## src/design/hbsc_pkg.sv

```systemverilog
// Package for the HDLC byte-stuffing CRC-8 framer: framing constants,
// the result slot codes, the queued record type and the CRC-8 step function.
// No dependencies.
`timescale 1ns / 1ps

package hbsc_pkg;

   localparam logic [7:0] FLAG_BYTE       = 8'h7E;
   localparam logic [7:0] ESC_BYTE        = 8'h7D;
   localparam logic [7:0] ESC_XOR         = 8'h20;
   localparam logic [7:0] CRC_POLY        = 8'h8C;
   localparam logic [7:0] CRC_SEED        = 8'hFF;
   localparam logic [7:0] ERR_BYTE        = 8'h00;
   localparam logic [7:0] MAX_FRAME_RESET = 8'd64;

   localparam int SLOT_COUNT = 6;
   localparam int QUEUE_DEPTH = 2;
   localparam int QPTR_W = $clog2(QUEUE_DEPTH);
   localparam int QCNT_W = $clog2(QUEUE_DEPTH + 1);

   typedef logic [SLOT_COUNT-1:0] slot_mask_type;

   // One-hot slot codes, in the order the bytes go out.
   localparam slot_mask_type SLOT_OPEN  = 6'b000001;
   localparam slot_mask_type SLOT_ESC   = 6'b000010;
   localparam slot_mask_type SLOT_DATA  = 6'b000100;
   localparam slot_mask_type SLOT_ERROR = 6'b001000;
   localparam slot_mask_type SLOT_CRC   = 6'b010000;
   localparam slot_mask_type SLOT_CLOSE = 6'b100000;

   // Work for the emitter: which slots go out, the (already toggled) data
   // byte and the CRC byte of the trailer.
   typedef struct packed {
      slot_mask_type mask;
      logic [7:0]    data;
      logic [7:0]    crc;
   } rec_type;

   // Reflected CRC-8, one byte, shifting right.
   function automatic logic [7:0] crc8_update(input logic [7:0] crc, input logic [7:0] data);
      logic [7:0] c;
      logic [7:0] d;
      c = crc;
      d = data;
      for (int k = 0; k < 8; k++) begin
         if ((c[0] ^ d[0]) == 1'b1) begin
            c = (c >> 1) ^ CRC_POLY;
         end else begin
            c = c >> 1;
         end
         d = d >> 1;
      end
      return c;
   endfunction

endpackage

```

## src/design/hbsc_req_if.sv

```systemverilog
// Input channel of the framer: valid/ready handshake with payload byte,
// last mark and empty-frame mark. No dependencies.
`timescale 1ns / 1ps

interface hbsc_req_if;
   logic       valid;
   logic       ready;
   logic [7:0] data_byte;
   logic       last;
   logic       empty_frame;

   modport source (output valid, output data_byte, output last, output empty_frame,
                   input ready);
   modport sink   (input valid, input data_byte, input last, input empty_frame,
                   output ready);
endinterface

```

## src/design/hbsc_rsp_if.sv

```systemverilog
// Result channel of the framer: valid/ready handshake with the framed byte,
// the per-item last mark and the overflow mark. No dependencies.
`timescale 1ns / 1ps

interface hbsc_rsp_if;
   logic       valid;
   logic       ready;
   logic [7:0] out_byte;
   logic       out_last;
   logic       overflow;

   modport source (output valid, output out_byte, output out_last, output overflow,
                   input ready);
   modport sink   (input valid, input out_byte, input out_last, input overflow,
                   output ready);
endinterface

```

## src/design/hdlc_byte_stuff_crc8_framer_unit.sv

```systemverilog
// Top level of the HDLC byte-stuffing framer with CRC-8: configuration
// register, front part, record queue and emitter.
// Depends on hbsc_pkg, hbsc_req_if, hbsc_rsp_if, hbsc_front, hbsc_queue, hbsc_back.
`timescale 1ns / 1ps

// The framer takes one payload byte per input transfer and produces the
// framed byte stream on the result channel, one byte per result transfer.
// The first byte of a frame is preceded by the opening flag 0x7E; payload
// bytes equal to 0x7E or 0x7D are sent as 0x7D followed by the byte XOR 0x20.
// After the byte marked last the block sends a reflected CRC-8 (polynomial
// 0x8C, seed 0xFF) over the unescaped payload and a closing flag; the CRC
// byte is sent as is, without escaping. An item marked empty_frame closes the
// open frame, or sends flag, 0xFF, flag between frames. When the opening flag
// plus stuffed payload exceeds max_frame_bytes, one result with overflow set
// and out_byte zero follows that item's bytes, and the rest of the frame is
// discarded up to its last or empty_frame item. out_last marks the final
// result of each input item; items that are discarded give no results.
// Timing: an item is accepted whenever the two-entry record queue has room,
// and the emitter sends one result per cycle while the result port is ready.
// An item gives one result for a plain payload byte inside a frame, two for
// an escaped one, and up to five when it opens the frame, is escaped and
// closes it. The result port is what sets the pace. The first result of an
// item passes through the record queue, the emitter's slot mask register and
// the registered result channel. max_frame_bytes resets to 64 and is written
// through csr_; the user must write it only while the block is idle, which
// the block itself does not enforce.
module hdlc_byte_stuff_crc8_framer_unit (
   input  logic       clock,
   input  logic       reset,
   hbsc_req_if.sink   req,
   hbsc_rsp_if.source rsp,
   input  logic       csr_write_enable,
   input  logic [7:0] csr_write_data
);
   import hbsc_pkg::*;

   logic [7:0] max_frame_ff, max_frame_in;
   logic       push;
   rec_type    push_rec;
   logic       queue_full;
   logic       queue_not_empty;
   rec_type    head_rec;
   logic       pop;

   // Frame length limit, counted over the opening flag and stuffed payload.
   assign max_frame_in = csr_write_enable ? csr_write_data : max_frame_ff;

   always_ff @(posedge clock) begin
      if (reset) begin
         max_frame_ff <= MAX_FRAME_RESET;
      end else begin
         max_frame_ff <= max_frame_in;
      end
   end

   // Front part: classifies each item and keeps the CRC and byte count.
   hbsc_front u_front (
      .clock           (clock),
      .reset           (reset),
      .req             (req),
      .max_frame_bytes (max_frame_ff),
      .queue_full      (queue_full),
      .push            (push),
      .push_rec        (push_rec)
   );

   // Records wait here so that input and output can stall independently.
   hbsc_queue u_queue (
      .clock     (clock),
      .reset     (reset),
      .push      (push),
      .push_rec  (push_rec),
      .pop       (pop),
      .full      (queue_full),
      .not_empty (queue_not_empty),
      .head_rec  (head_rec)
   );

   // Emitter: walks the slots of each record, one byte per transfer.
   hbsc_back u_back (
      .clock      (clock),
      .reset      (reset),
      .head_valid (queue_not_empty),
      .head_rec   (head_rec),
      .pop        (pop),
      .rsp        (rsp)
   );

endmodule

```

## src/design/hbsc_front.sv

```systemverilog
// Front part of the framer: accepts input transfers, keeps the frame state
// and CRC, and turns each item into a record for the emitter.
// Depends on hbsc_pkg and hbsc_req_if.
`timescale 1ns / 1ps

module hbsc_front (
   input  logic             clock,
   input  logic             reset,
   hbsc_req_if.sink         req,
   input  logic [7:0]       max_frame_bytes,
   input  logic             queue_full,
   output logic             push,
   output hbsc_pkg::rec_type push_rec
);
   import hbsc_pkg::*;

   logic       in_frame_ff, in_frame_in;
   logic       dropping_ff, dropping_in;
   logic [7:0] crc_ff, crc_in;
   logic [8:0] count_ff, count_in;

   logic       accept;
   logic       escaped;
   logic [7:0] crc_base;
   logic [7:0] crc_new;
   logic [8:0] count_base;
   logic [8:0] count_new;

   assign req.ready = !queue_full;
   assign accept    = req.valid && req.ready;

   assign escaped    = (req.data_byte == FLAG_BYTE) || (req.data_byte == ESC_BYTE);
   assign crc_base   = in_frame_ff ? crc_ff : CRC_SEED;
   assign crc_new    = crc8_update(crc_base, req.data_byte);
   assign count_base = in_frame_ff ? count_ff : 9'd1;
   assign count_new  = count_base + (escaped ? 9'd2 : 9'd1);

   always_comb begin
      in_frame_in   = in_frame_ff;
      dropping_in   = dropping_ff;
      crc_in        = crc_ff;
      count_in      = count_ff;
      push          = 1'b0;
      push_rec.mask = '0;
      push_rec.data = escaped ? (req.data_byte ^ ESC_XOR) : req.data_byte;
      push_rec.crc  = crc_ff;

      if (accept) begin
         if (dropping_ff) begin
            // Discard the rest of an abandoned frame.
            if (req.last || req.empty_frame) begin
               dropping_in = 1'b0;
               in_frame_in = 1'b0;
               crc_in      = CRC_SEED;
               count_in    = '0;
            end
         end else if (req.empty_frame) begin
            push          = 1'b1;
            push_rec.mask = (in_frame_ff ? '0 : SLOT_OPEN) | SLOT_CRC | SLOT_CLOSE;
            push_rec.crc  = crc_ff;
            in_frame_in   = 1'b0;
            crc_in        = CRC_SEED;
            count_in      = '0;
         end else begin
            push          = 1'b1;
            push_rec.crc  = crc_new;
            push_rec.mask = (in_frame_ff ? '0 : SLOT_OPEN) | (escaped ? SLOT_ESC : '0) |
                            SLOT_DATA;
            if (count_new > {1'b0, max_frame_bytes}) begin
               push_rec.mask = push_rec.mask | SLOT_ERROR;
               in_frame_in   = 1'b0;
               crc_in        = CRC_SEED;
               count_in      = '0;
               dropping_in   = !req.last;
            end else if (req.last) begin
               push_rec.mask = push_rec.mask | SLOT_CRC | SLOT_CLOSE;
               in_frame_in   = 1'b0;
               crc_in        = CRC_SEED;
               count_in      = '0;
            end else begin
               in_frame_in = 1'b1;
               crc_in      = crc_new;
               count_in    = count_new;
            end
         end
      end
   end

   always_ff @(posedge clock) begin
      if (reset) begin
         in_frame_ff <= 1'b0;
         dropping_ff <= 1'b0;
         crc_ff      <= CRC_SEED;
         count_ff    <= '0;
      end else begin
         in_frame_ff <= in_frame_in;
         dropping_ff <= dropping_in;
         crc_ff      <= crc_in;
         count_ff    <= count_in;
      end
   end

endmodule

```

## src/design/hbsc_queue.sv

```systemverilog
// Short record queue between the front and the emitter.
// Depends on hbsc_pkg.
`timescale 1ns / 1ps

module hbsc_queue (
   input  logic              clock,
   input  logic              reset,
   input  logic              push,
   input  hbsc_pkg::rec_type push_rec,
   input  logic              pop,
   output logic              full,
   output logic              not_empty,
   output hbsc_pkg::rec_type head_rec
);
   import hbsc_pkg::*;

   rec_type           entry_ff [QUEUE_DEPTH];
   logic [QPTR_W-1:0] wr_ptr_ff, wr_ptr_in;
   logic [QPTR_W-1:0] rd_ptr_ff, rd_ptr_in;
   logic [QCNT_W-1:0] count_ff, count_in;
   logic              do_push;
   logic              do_pop;

   assign full      = (count_ff == QCNT_W'(QUEUE_DEPTH));
   assign not_empty = (count_ff != '0);
   assign head_rec  = entry_ff[rd_ptr_ff];
   assign do_push   = push && !full;
   assign do_pop    = pop && not_empty;

   always_comb begin
      wr_ptr_in = wr_ptr_ff;
      rd_ptr_in = rd_ptr_ff;
      count_in  = count_ff;
      if (do_push) begin
         wr_ptr_in = (wr_ptr_ff == QPTR_W'(QUEUE_DEPTH - 1)) ? '0 : wr_ptr_ff + 1'b1;
      end
      if (do_pop) begin
         rd_ptr_in = (rd_ptr_ff == QPTR_W'(QUEUE_DEPTH - 1)) ? '0 : rd_ptr_ff + 1'b1;
      end
      if (do_push && !do_pop) begin
         count_in = count_ff + 1'b1;
      end else if (do_pop && !do_push) begin
         count_in = count_ff - 1'b1;
      end
   end

   always_ff @(posedge clock) begin
      if (reset) begin
         wr_ptr_ff <= '0;
         rd_ptr_ff <= '0;
         count_ff  <= '0;
      end else begin
         wr_ptr_ff <= wr_ptr_in;
         rd_ptr_ff <= rd_ptr_in;
         count_ff  <= count_in;
      end
   end

   always_ff @(posedge clock) begin
      if (do_push) begin
         entry_ff[wr_ptr_ff] <= push_rec;
      end
   end

endmodule

```

## src/design/hbsc_back.sv

```systemverilog
// Back part of the framer: takes records from the queue and sends their
// bytes one per cycle, while the result channel is ready, through a registered result channel.
// Depends on hbsc_pkg and hbsc_rsp_if.
`timescale 1ns / 1ps

module hbsc_back (
   input  logic              clock,
   input  logic              reset,
   input  logic              head_valid,
   input  hbsc_pkg::rec_type head_rec,
   output logic              pop,
   hbsc_rsp_if.source        rsp
);
   import hbsc_pkg::*;

   slot_mask_type mask_ff, mask_in;
   logic [7:0]    data_ff, data_in;
   logic [7:0]    crc_ff, crc_in;
   logic          rsp_valid_ff, rsp_valid_in;
   logic [7:0]    out_byte_ff, out_byte_in;
   logic          out_last_ff, out_last_in;
   logic          overflow_ff, overflow_in;

   slot_mask_type sel;
   slot_mask_type rest;
   logic          advance;

   // Lowest pending slot goes out first.
   assign sel     = mask_ff & (~mask_ff + 1'b1);
   assign rest    = mask_ff & ~sel;
   assign advance = (mask_ff != '0) && (!rsp_valid_ff || rsp.ready);
   assign pop     = head_valid && ((mask_ff == '0) || (advance && (rest == '0)));

   always_comb begin
      mask_in      = advance ? rest : mask_ff;
      data_in      = data_ff;
      crc_in       = crc_ff;
      rsp_valid_in = rsp_valid_ff && !rsp.ready;
      out_byte_in  = out_byte_ff;
      out_last_in  = out_last_ff;
      overflow_in  = overflow_ff;

      if (pop) begin
         mask_in = head_rec.mask;
         data_in = head_rec.data;
         crc_in  = head_rec.crc;
      end

      if (advance) begin
         rsp_valid_in = 1'b1;
         out_last_in  = (rest == '0);
         overflow_in  = 1'b0;
         unique case (sel)
            SLOT_OPEN:  out_byte_in = FLAG_BYTE;
            SLOT_ESC:   out_byte_in = ESC_BYTE;
            SLOT_DATA:  out_byte_in = data_ff;
            SLOT_ERROR: begin
               out_byte_in = ERR_BYTE;
               overflow_in = 1'b1;
            end
            SLOT_CRC:   out_byte_in = crc_ff;
            SLOT_CLOSE: out_byte_in = FLAG_BYTE;
            default:    out_byte_in = ERR_BYTE;
         endcase
      end
   end

   always_ff @(posedge clock) begin
      if (reset) begin
         mask_ff      <= '0;
         rsp_valid_ff <= 1'b0;
      end else begin
         mask_ff      <= mask_in;
         rsp_valid_ff <= rsp_valid_in;
      end
   end

   always_ff @(posedge clock) begin
      data_ff     <= data_in;
      crc_ff      <= crc_in;
      out_byte_ff <= out_byte_in;
      out_last_ff <= out_last_in;
      overflow_ff <= overflow_in;
   end

   assign rsp.valid    = rsp_valid_ff;
   assign rsp.out_byte = out_byte_ff;
   assign rsp.out_last = out_last_ff;
   assign rsp.overflow = overflow_ff;

endmodule

```

## src/flat_wrapper.sv

```systemverilog
// flat-port wrapper written by rule: the top's interface ports become plain ports
module hdlc_byte_stuff_crc8_framer_unit_flat import hbsc_pkg::*;
  (clock, reset, csr_write_enable, csr_write_data, req_valid, req_data_byte, req_last, req_empty_frame, req_ready, rsp_valid, rsp_out_byte, rsp_out_last, rsp_overflow, rsp_ready);
  hbsc_req_if req_i ();
  hbsc_rsp_if rsp_i ();
  input  logic clock;
  input  logic reset;
  input  logic csr_write_enable;
  input  logic [7:0] csr_write_data;
  input wire logic [$bits(req_i.valid)-1:0] req_valid;
  input wire logic [$bits(req_i.data_byte)-1:0] req_data_byte;
  input wire logic [$bits(req_i.last)-1:0] req_last;
  input wire logic [$bits(req_i.empty_frame)-1:0] req_empty_frame;
  output wire logic [$bits(req_i.ready)-1:0] req_ready;
  output wire logic [$bits(rsp_i.valid)-1:0] rsp_valid;
  output wire logic [$bits(rsp_i.out_byte)-1:0] rsp_out_byte;
  output wire logic [$bits(rsp_i.out_last)-1:0] rsp_out_last;
  output wire logic [$bits(rsp_i.overflow)-1:0] rsp_overflow;
  input wire logic [$bits(rsp_i.ready)-1:0] rsp_ready;
  assign req_i.valid = req_valid;
  assign req_i.data_byte = req_data_byte;
  assign req_i.last = req_last;
  assign req_i.empty_frame = req_empty_frame;
  assign req_ready = req_i.ready;
  assign rsp_valid = rsp_i.valid;
  assign rsp_out_byte = rsp_i.out_byte;
  assign rsp_out_last = rsp_i.out_last;
  assign rsp_overflow = rsp_i.overflow;
  assign rsp_i.ready = rsp_ready;
  hdlc_byte_stuff_crc8_framer_unit u_core (.clock(clock), .reset(reset), .req(req_i), .rsp(rsp_i), .csr_write_enable(csr_write_enable), .csr_write_data(csr_write_data));
endmodule
```

## config.mk

```make
export PLATFORM = sky130hd
export DESIGN_NAME = hdlc_byte_stuff_crc8_framer_unit_flat
export DESIGN_NICKNAME = d
export VERILOG_FILES = /design/src/design/hbsc_pkg.sv /design/src/design/hbsc_req_if.sv /design/src/design/hbsc_rsp_if.sv /design/src/design/hdlc_byte_stuff_crc8_framer_unit.sv /design/src/design/hbsc_front.sv /design/src/design/hbsc_queue.sv /design/src/design/hbsc_back.sv /design/src/flat_wrapper.sv
export SDC_FILE = /design/constraint.sdc
export NUM_CORES = 1
export LEC_CHECK = 0
export ABC_AREA = 1
export BUFFER_PORTS_ARGS = -buffer_cell sky130_fd_sc_hd__buf_2
export CORE_UTILIZATION = 55
export DETAILED_ROUTE_END_ITERATION = 8
export GPL_TIMING_DRIVEN = 0
export PLACE_DENSITY_LB_ADDON = 0.2
export SETUP_SLACK_MARGIN = 0.5
export SYNTH_ARGS = -nofsm -noshare
export SYNTH_HDL_FRONTEND = slang
export SYNTH_SLANG_ARGS = --single-unit
```

## constraint.sdc

```tcl
create_clock -name clock -period 10.6 [get_ports clock]
set_clock_uncertainty 0.2 [all_clocks]
set_input_delay 0.53 -clock clock [delete_from_list [all_inputs] [get_ports clock]]
set_output_delay 0.53 -clock clock [all_outputs]
set_load 0.01 [all_outputs]
```

# Word level (Yosys, flattened, before mapping)
# Memories as Yosys holds them, arrays and structs flattened. A register that Yosys moved wholly into a read port is not among the register bits.
# Index checks and enable logic that the tools add are counted.
# word_totals
ram_bits	44
wordCells	138
n_memories	1
register_bits	64
input_bits	23
mem_bits_ro	0
out_inout_bits	12
latch_bits	0
# mem_list
memory	words	word_bits	rd	rd_clocked_by_memory_dff	write_ports	line_no	source
u_core.u_queue.entry_ff	2	22	1	1	1	hbsc_queue.sv:17	rec_type entry_ff [QUEUE_DEPTH];
# op_classes
bitwise_logic	22
eq_ne	10
addsub	6
magnitude_cmp	1
div	0
n_reduce_logical	27
shift	0
mux	56
n_mul	0
# op_table
operator	n
$mux W8	17
$mux W9	6
$mux W6	8
$pmux W8 S4	1
$not A2 Y3	8
$mux W1	20
$eq A8 B7 Y1 const B	2
$and A6 B6 Y6	2
$logic_not A6 Y1	2
$not A6 Y6	2
$add A9 B2 Y9	1
$gt A9 B8 Y1	1
$logic_and A1 B1 Y1	9
$mux W2	4
$xor A1 B1 Y1	8
$add A6 B1 Y6 const B	1
$eq A6 B1 Y1 const B	1
$eq A6 B2 Y1 const B	1
$eq A6 B3 Y1 const B	1
$eq A6 B4 Y1 const B	1
$eq A6 B5 Y1 const B	1
$eq A6 B6 Y1 const B	1
$logic_not A1 Y1	6
$reduce_bool A2 Y1	3
other kinds (11)	15

# Logic depth before layout (Yosys ltp)
# depth
word_depth	21
ltp_mapped	22
mapped_depth_nobuf	21

# By module
# A second synthesis with hierarchy kept.
# unflattened
hier_cells	597
hier_area_um2	5589.1
# by_module_without_submodules
module	cells_each	area_each_um2	seq_area_each_um2	n_inst
hbsc_front	314	1936.9	380.4	1
hbsc_queue	105	1910.6	1421.4	1
hbsc_back	128	1400.1	920.9	1
hdlc_byte_stuff_crc8_framer_unit	50	341.6	160.2	1

# Worst setup path after synthesis
# No wires, ideal clock.
# synth_path
path_type	input to register
from	input req_data_byte[4]
to	register u_core.u_front.crc_ff[3]
stages	21
n_path_buf	1
t_arrival_ns	3.249
setup_time_ns	0.125
path_slack_ns	7.026
required_ns	10.275
cell_sequence	inv_1 nor4_1 o2111ai_1 ha_1 fa_1 nor3b_4 xor2_1 inv_1 ha_1 nand2_1 o21bai_1 nand3_1 nand2_1 nand2_1 nand2_1 nand3_1 a21boi_2 buf_6 nand3_2 nand2_1 nand2_1
# synth_between
elab_chain_len	10
elab_cells_between_ends	16
cone_classes	add/sub (1); order compare (1); eq/ne (2); mux (9); bitwise (2); reduce/logical (1)
# synth_rtl
element	line_no	source
start, declared	flat_wrapper.sv:11	input wire logic [$bits(req_i.data_byte)-1:0] req_data_byte;
parallel branches: the longest is 7 deep, another holds $add A9 B2 Y9	n/a	
$mux W8 *	hbsc_front.sv:69	if (count_new > {1'b0, max_frame_bytes}) begin
$mux W8 *	hbsc_front.sv:57	end else if (req.empty_frame) begin
$mux W8 *	hbsc_front.sv:49	if (dropping_ff) begin
end signal, assigned	hbsc_front.sv:98	crc_ff <= crc_in;
end, declared	hbsc_front.sv:19	logic [7:0] crc_ff, crc_in;
# Mark *: on every way between the ends.
# A chain may end at the register's enable or synchronous reset.

# Final worst setup path
# layout_path
from	input req_data_byte[4]
to	register u_core.u_front.crc_ff[1]
# layout_between
elab_chain_len	8
elab_cells_between_ends	9
cone_classes	add/sub (1); order compare (1); eq/ne (2); mux (4); reduce/logical (1)
# layout_rtl
element	line_no	source
$eq A8 B7 Y1	hbsc_front.sv:32	assign escaped = (req.data_byte == FLAG_BYTE) || (req.data_byte == ESC_BYTE);
$logic_or A1 B1 Y1 *	hbsc_front.sv:32	
$mux W2 *	hbsc_front.sv:36	assign count_new = count_base + (escaped ? 9'd2 : 9'd1);
$add A9 B2 Y9 *	hbsc_front.sv:36	
$gt A9 B8 Y1 *	hbsc_front.sv:69	
$mux W8 *	hbsc_front.sv:69	
$mux W8 *	hbsc_front.sv:57	
$mux W8 *	hbsc_front.sv:49	
# Every way passes the cells marked *; elsewhere a longest branch is shown, timed or not.

==> impl_metrics.py <==
metrics = {
    "critical_path": {
        "crit_path_cell_trace": "buf_2 > inv_1 > nor4_1 > o2111ai_1 > ha_1 > fa_1 > nor3b_4 > xor2_1 > inv_1 > ha_1 > nand2_1 > o21bai_1 > nand3_1 > nand2_1 > nand2_1 > nand2_1 > nand3_1 > nand2_1 > nand2_1 > o22ai_1 > nand2_1",
        "end_kind": "register",
        "crit_type": "in2reg",
        "start_kind": "input port",
        "cp_slowest_cell": "fa_1",
        "cp_max_fo": 5,
        "path_common_cell": "nand2_1",
        "path_buf_inv": 3,
        "slowest_delay_ps": 410,
        "arrival_ps": 3970,
        "crit_family": "simple AND/OR/NAND/NOR gates",
        "cp.required_ps": 10650,
    },
    "detailed_routing": {
        "vias": 3547,
        "finalWirelength_um": 9520,
        "drt_iter0_markers": 174,
        "postRouteAntennaNets": 0,
        "wl_per_cell_um": 14.0,
        "drt_pass1_iterations": 6,
        "drc": 4,
        "routed_via_density": 5.21,
    },
    "logic_synthesis": {
        "async_flop_share_pct": 0,
        "yosys-top-cells-area": "edfxtp_1 40%, dfxtp_1 15%, nand2_1 9.0%",
        "ys_ff_latch": 107,
        "syn_nets": 557,
        "yosysTopAreaCell": "edfxtp_1",
        "yosys-top-cells-count": "123 x nand2_1, 68 x edfxtp_1, 62 x inv_1, 39 x dfxtp_1, 30 x nor2_1",
        "ys_seq_area_share_pct": 55.3,
        "synth_area_um2": 5110,
        "synth_cell_types": 45,
        "synth_most_common_cell": "nand2_1",
        "netlist.area_leader.share_pct": 40.0,
        "synth-edff-count": 68,
        "syn-instance-count": 522,
        "synth-main-ff-cell": "edfxtp_1",
        "yosysWarnings": 0,
        "avgSynthCellArea_um2": 9.78,
    },
    "timing": {
        "max_freq_mhz": 255,
        "final_hold_viol_count": 0,
        "slew_headroom_pct": 46.9,
        "min_period_ps": 3920,
        "rsz0062_at_grt": "no",
        "fin_worst_hold_slack_ps": 174,
        "setup_tns_ps": 0,
        "worst_pin_slew_ps": 796,
        "slew_violations": 0,
        "setup_viol": 0,
        "min_period_over_period_pct": 37.0,
    },
    "floorplan": {
        "die_h_um": 98.4,
        "die_area_um2": 9670,
        "die_x_um": 98.4,
        "ios": 35,
        "rows": 34,
        "initial_core_util_pct": 57.7,
        "coreArea_um2": 8850,
    },
    "outcome": {
        "violations": "DRC",
        "status": "finished, violations left",
    },
    "job": {
        "drv_cap": 0,
    },
    "grt": {
        "antenna_found_initial": 0,
        "grt_overflow": 0,
        "grt_pass1_vias": 3423,
        "grt_pass1_wl_um": 15700,
        "grt_max_degree": 25,
        "grt_util_all_layers_pct": 21.0,
    },
    "final_layout": {
        "fill_cells": 703,
        "syn_to_final_growth_pct": 10.3,
        "drive_gt1_share_pct": 21.3,
        "fin_nets": 603,
        "n_antenna_cell": 0,
    },
    "cts": {
        "post_cts_buffers": 0,
        "cts_made_buffers": 9,
        "cts_max_path_buffers": 2,
        "cts_tree": "built",
        "cts-root-buf": "clkbuf_8",
        "worstSkewPairLatency_ps": 370,
        "cts.clk_slew.worst_paths_ps": 110,
        "clkSinkCount": 107,
        "cts_hold_repair.buffers": 0,
        "cts_resized": 0,
        "ctsHtreeMaxLevel": 3,
    },
    "power_and_ir_drop": {
        "ir_drop_v": 0.0000818,
        "p_per_area_nw_per_um2": 222,
        "leakagePower_nw": 2.36,
    },
    "placed_design": {
        "io_buffers": 33,
        "place_congestion": 0.878,
        "dpl.hpwl_um": 7270,
    },
    "hold_path": {
        "hp-class": "in2reg",
    },
}
==> metal layers <==
metal / track usage, % / share of wire [%]
met1: 25.1 / 45
met2: 37.5 / 50
met3: 3.65 / 3.6
met4: 8.27 / 1.7
met5: 0 / 0
==> layout make-up <==
cell class / count / area [um^2] / area share, %
Buffer: 13 / 96.3 / 1.71
Sequential cell: 107 / 2820 / 50.1
Timing Repair Buffer: 35 / 195 / 3.47
Multi-Input combinational cell: 334 / 1930 / 34.3
Inverter: 68 / 262 / 4.64
Clock buffer: 9 / 124 / 2.20
Tap cell: 108 / 135 / 2.40
Clock inverter: 7 / 65.1 / 1.16
==> logic make-up (layout without fill, tap and decap cells) <==
logic type / count (synthesis) / in the layout / share of synthesized area (%)
compound gates: 78 / 78 / 9.19
flops: 107 / 107 / 55.3
fa+ha+maj: 12 / 12 / 3.09
buf+inv: 81 / 132 / 7.01
mux: 17 / 17 / 3.75
xor+xnor: 14 / 14 / 2.70
simple gates: 213 / 213 / 19.0
==> where the power goes <==
part           internal, W  total (W)  switching, W
logic             0.000132   0.000386      0.000253
registers         0.000586   0.000619     0.0000323
clock network    0.0000923   0.000243      0.000151
total             0.000811    0.00125      0.000436
==> registers in the layout, summed over array words and instances (netlist names), named ones only <==
| name | count |
|---|---|
| u_core.u_queue.entry_ff | 42 |
| u_core.u_front.count_ff | 9 |
| u_core.max_frame_ff | 8 |
| u_core.u_back.crc_ff | 8 |
| u_core.u_back.data_ff | 8 |
| u_core.u_back.rsp.out_byte | 8 |
| u_core.u_front.crc_ff | 8 |
| u_core.u_back.mask_ff | 6 |
| u_core.u_queue.count_ff | 2 |
| u_core.u_back.rsp.out_last | 1 |
| u_core.u_back.rsp.overflow | 1 |
| u_core.u_back.rsp.valid | 1 |
| u_core.u_front.dropping_ff | 1 |
| u_core.u_front.in_frame_ff | 1 |
| u_core.u_queue.rd_ptr_ff | 1 |
| u_core.u_queue.wr_ptr_ff | 1 |
==> worst paths after layout <==
path                                    from                          to  slack (ps)  cells after the start
hold reg to reg   u_core.u_front.count_ff[8]  u_core.u_front.count_ff[8]         260                      2
setup / recovery            req_data_byte[4]    u_core.u_front.crc_ff[1]        6680                     21
setup reg to reg  u_core.u_front.in_frame_ff    u_core.u_front.crc_ff[1]        6790                     20
hold / removal             csr_write_data[6]      u_core.max_frame_ff[6]         170                      3
==> per-stage QoR <==
stage               std cells  total power, W  instance area (um^2)  worst slack (ps)  util, %
global route              681         0.00133                  5630              6370     63.6
CTS                       681         0.00125                  5630              6690     63.6
finish                    681         0.00125                  5630              6680     63.6
detailed placement        665         0.00102                  5440              6290     61.5
global placement          663        0.000998                  5410              6320     61.1
floorplan                 522        0.000910                  5110              7030        -
==> tightest hold or removal path: cells and delay by family <==
kind,cells,cell delay [ps]
AO/OA/AOI/OAI,2,110
buffers and inverters,1,70
==> placed cells by master, fill, tap and decap left out, types with 8 or more instances in the layout <==
master,count
clkbuf_8,10
nand3_1,24
ha_1,11
mux2_2,17
xor2_1,10
dfxtp_1,39
o21ai_0,26
nand2_1,123
buf_2,33
inv_1,62
nand2_2,17
a21oi_1,25
a21oi_2,8
nor2_1,28
edfxtp_1,68
No activity file was read; power rests on OpenSTA's default activity.
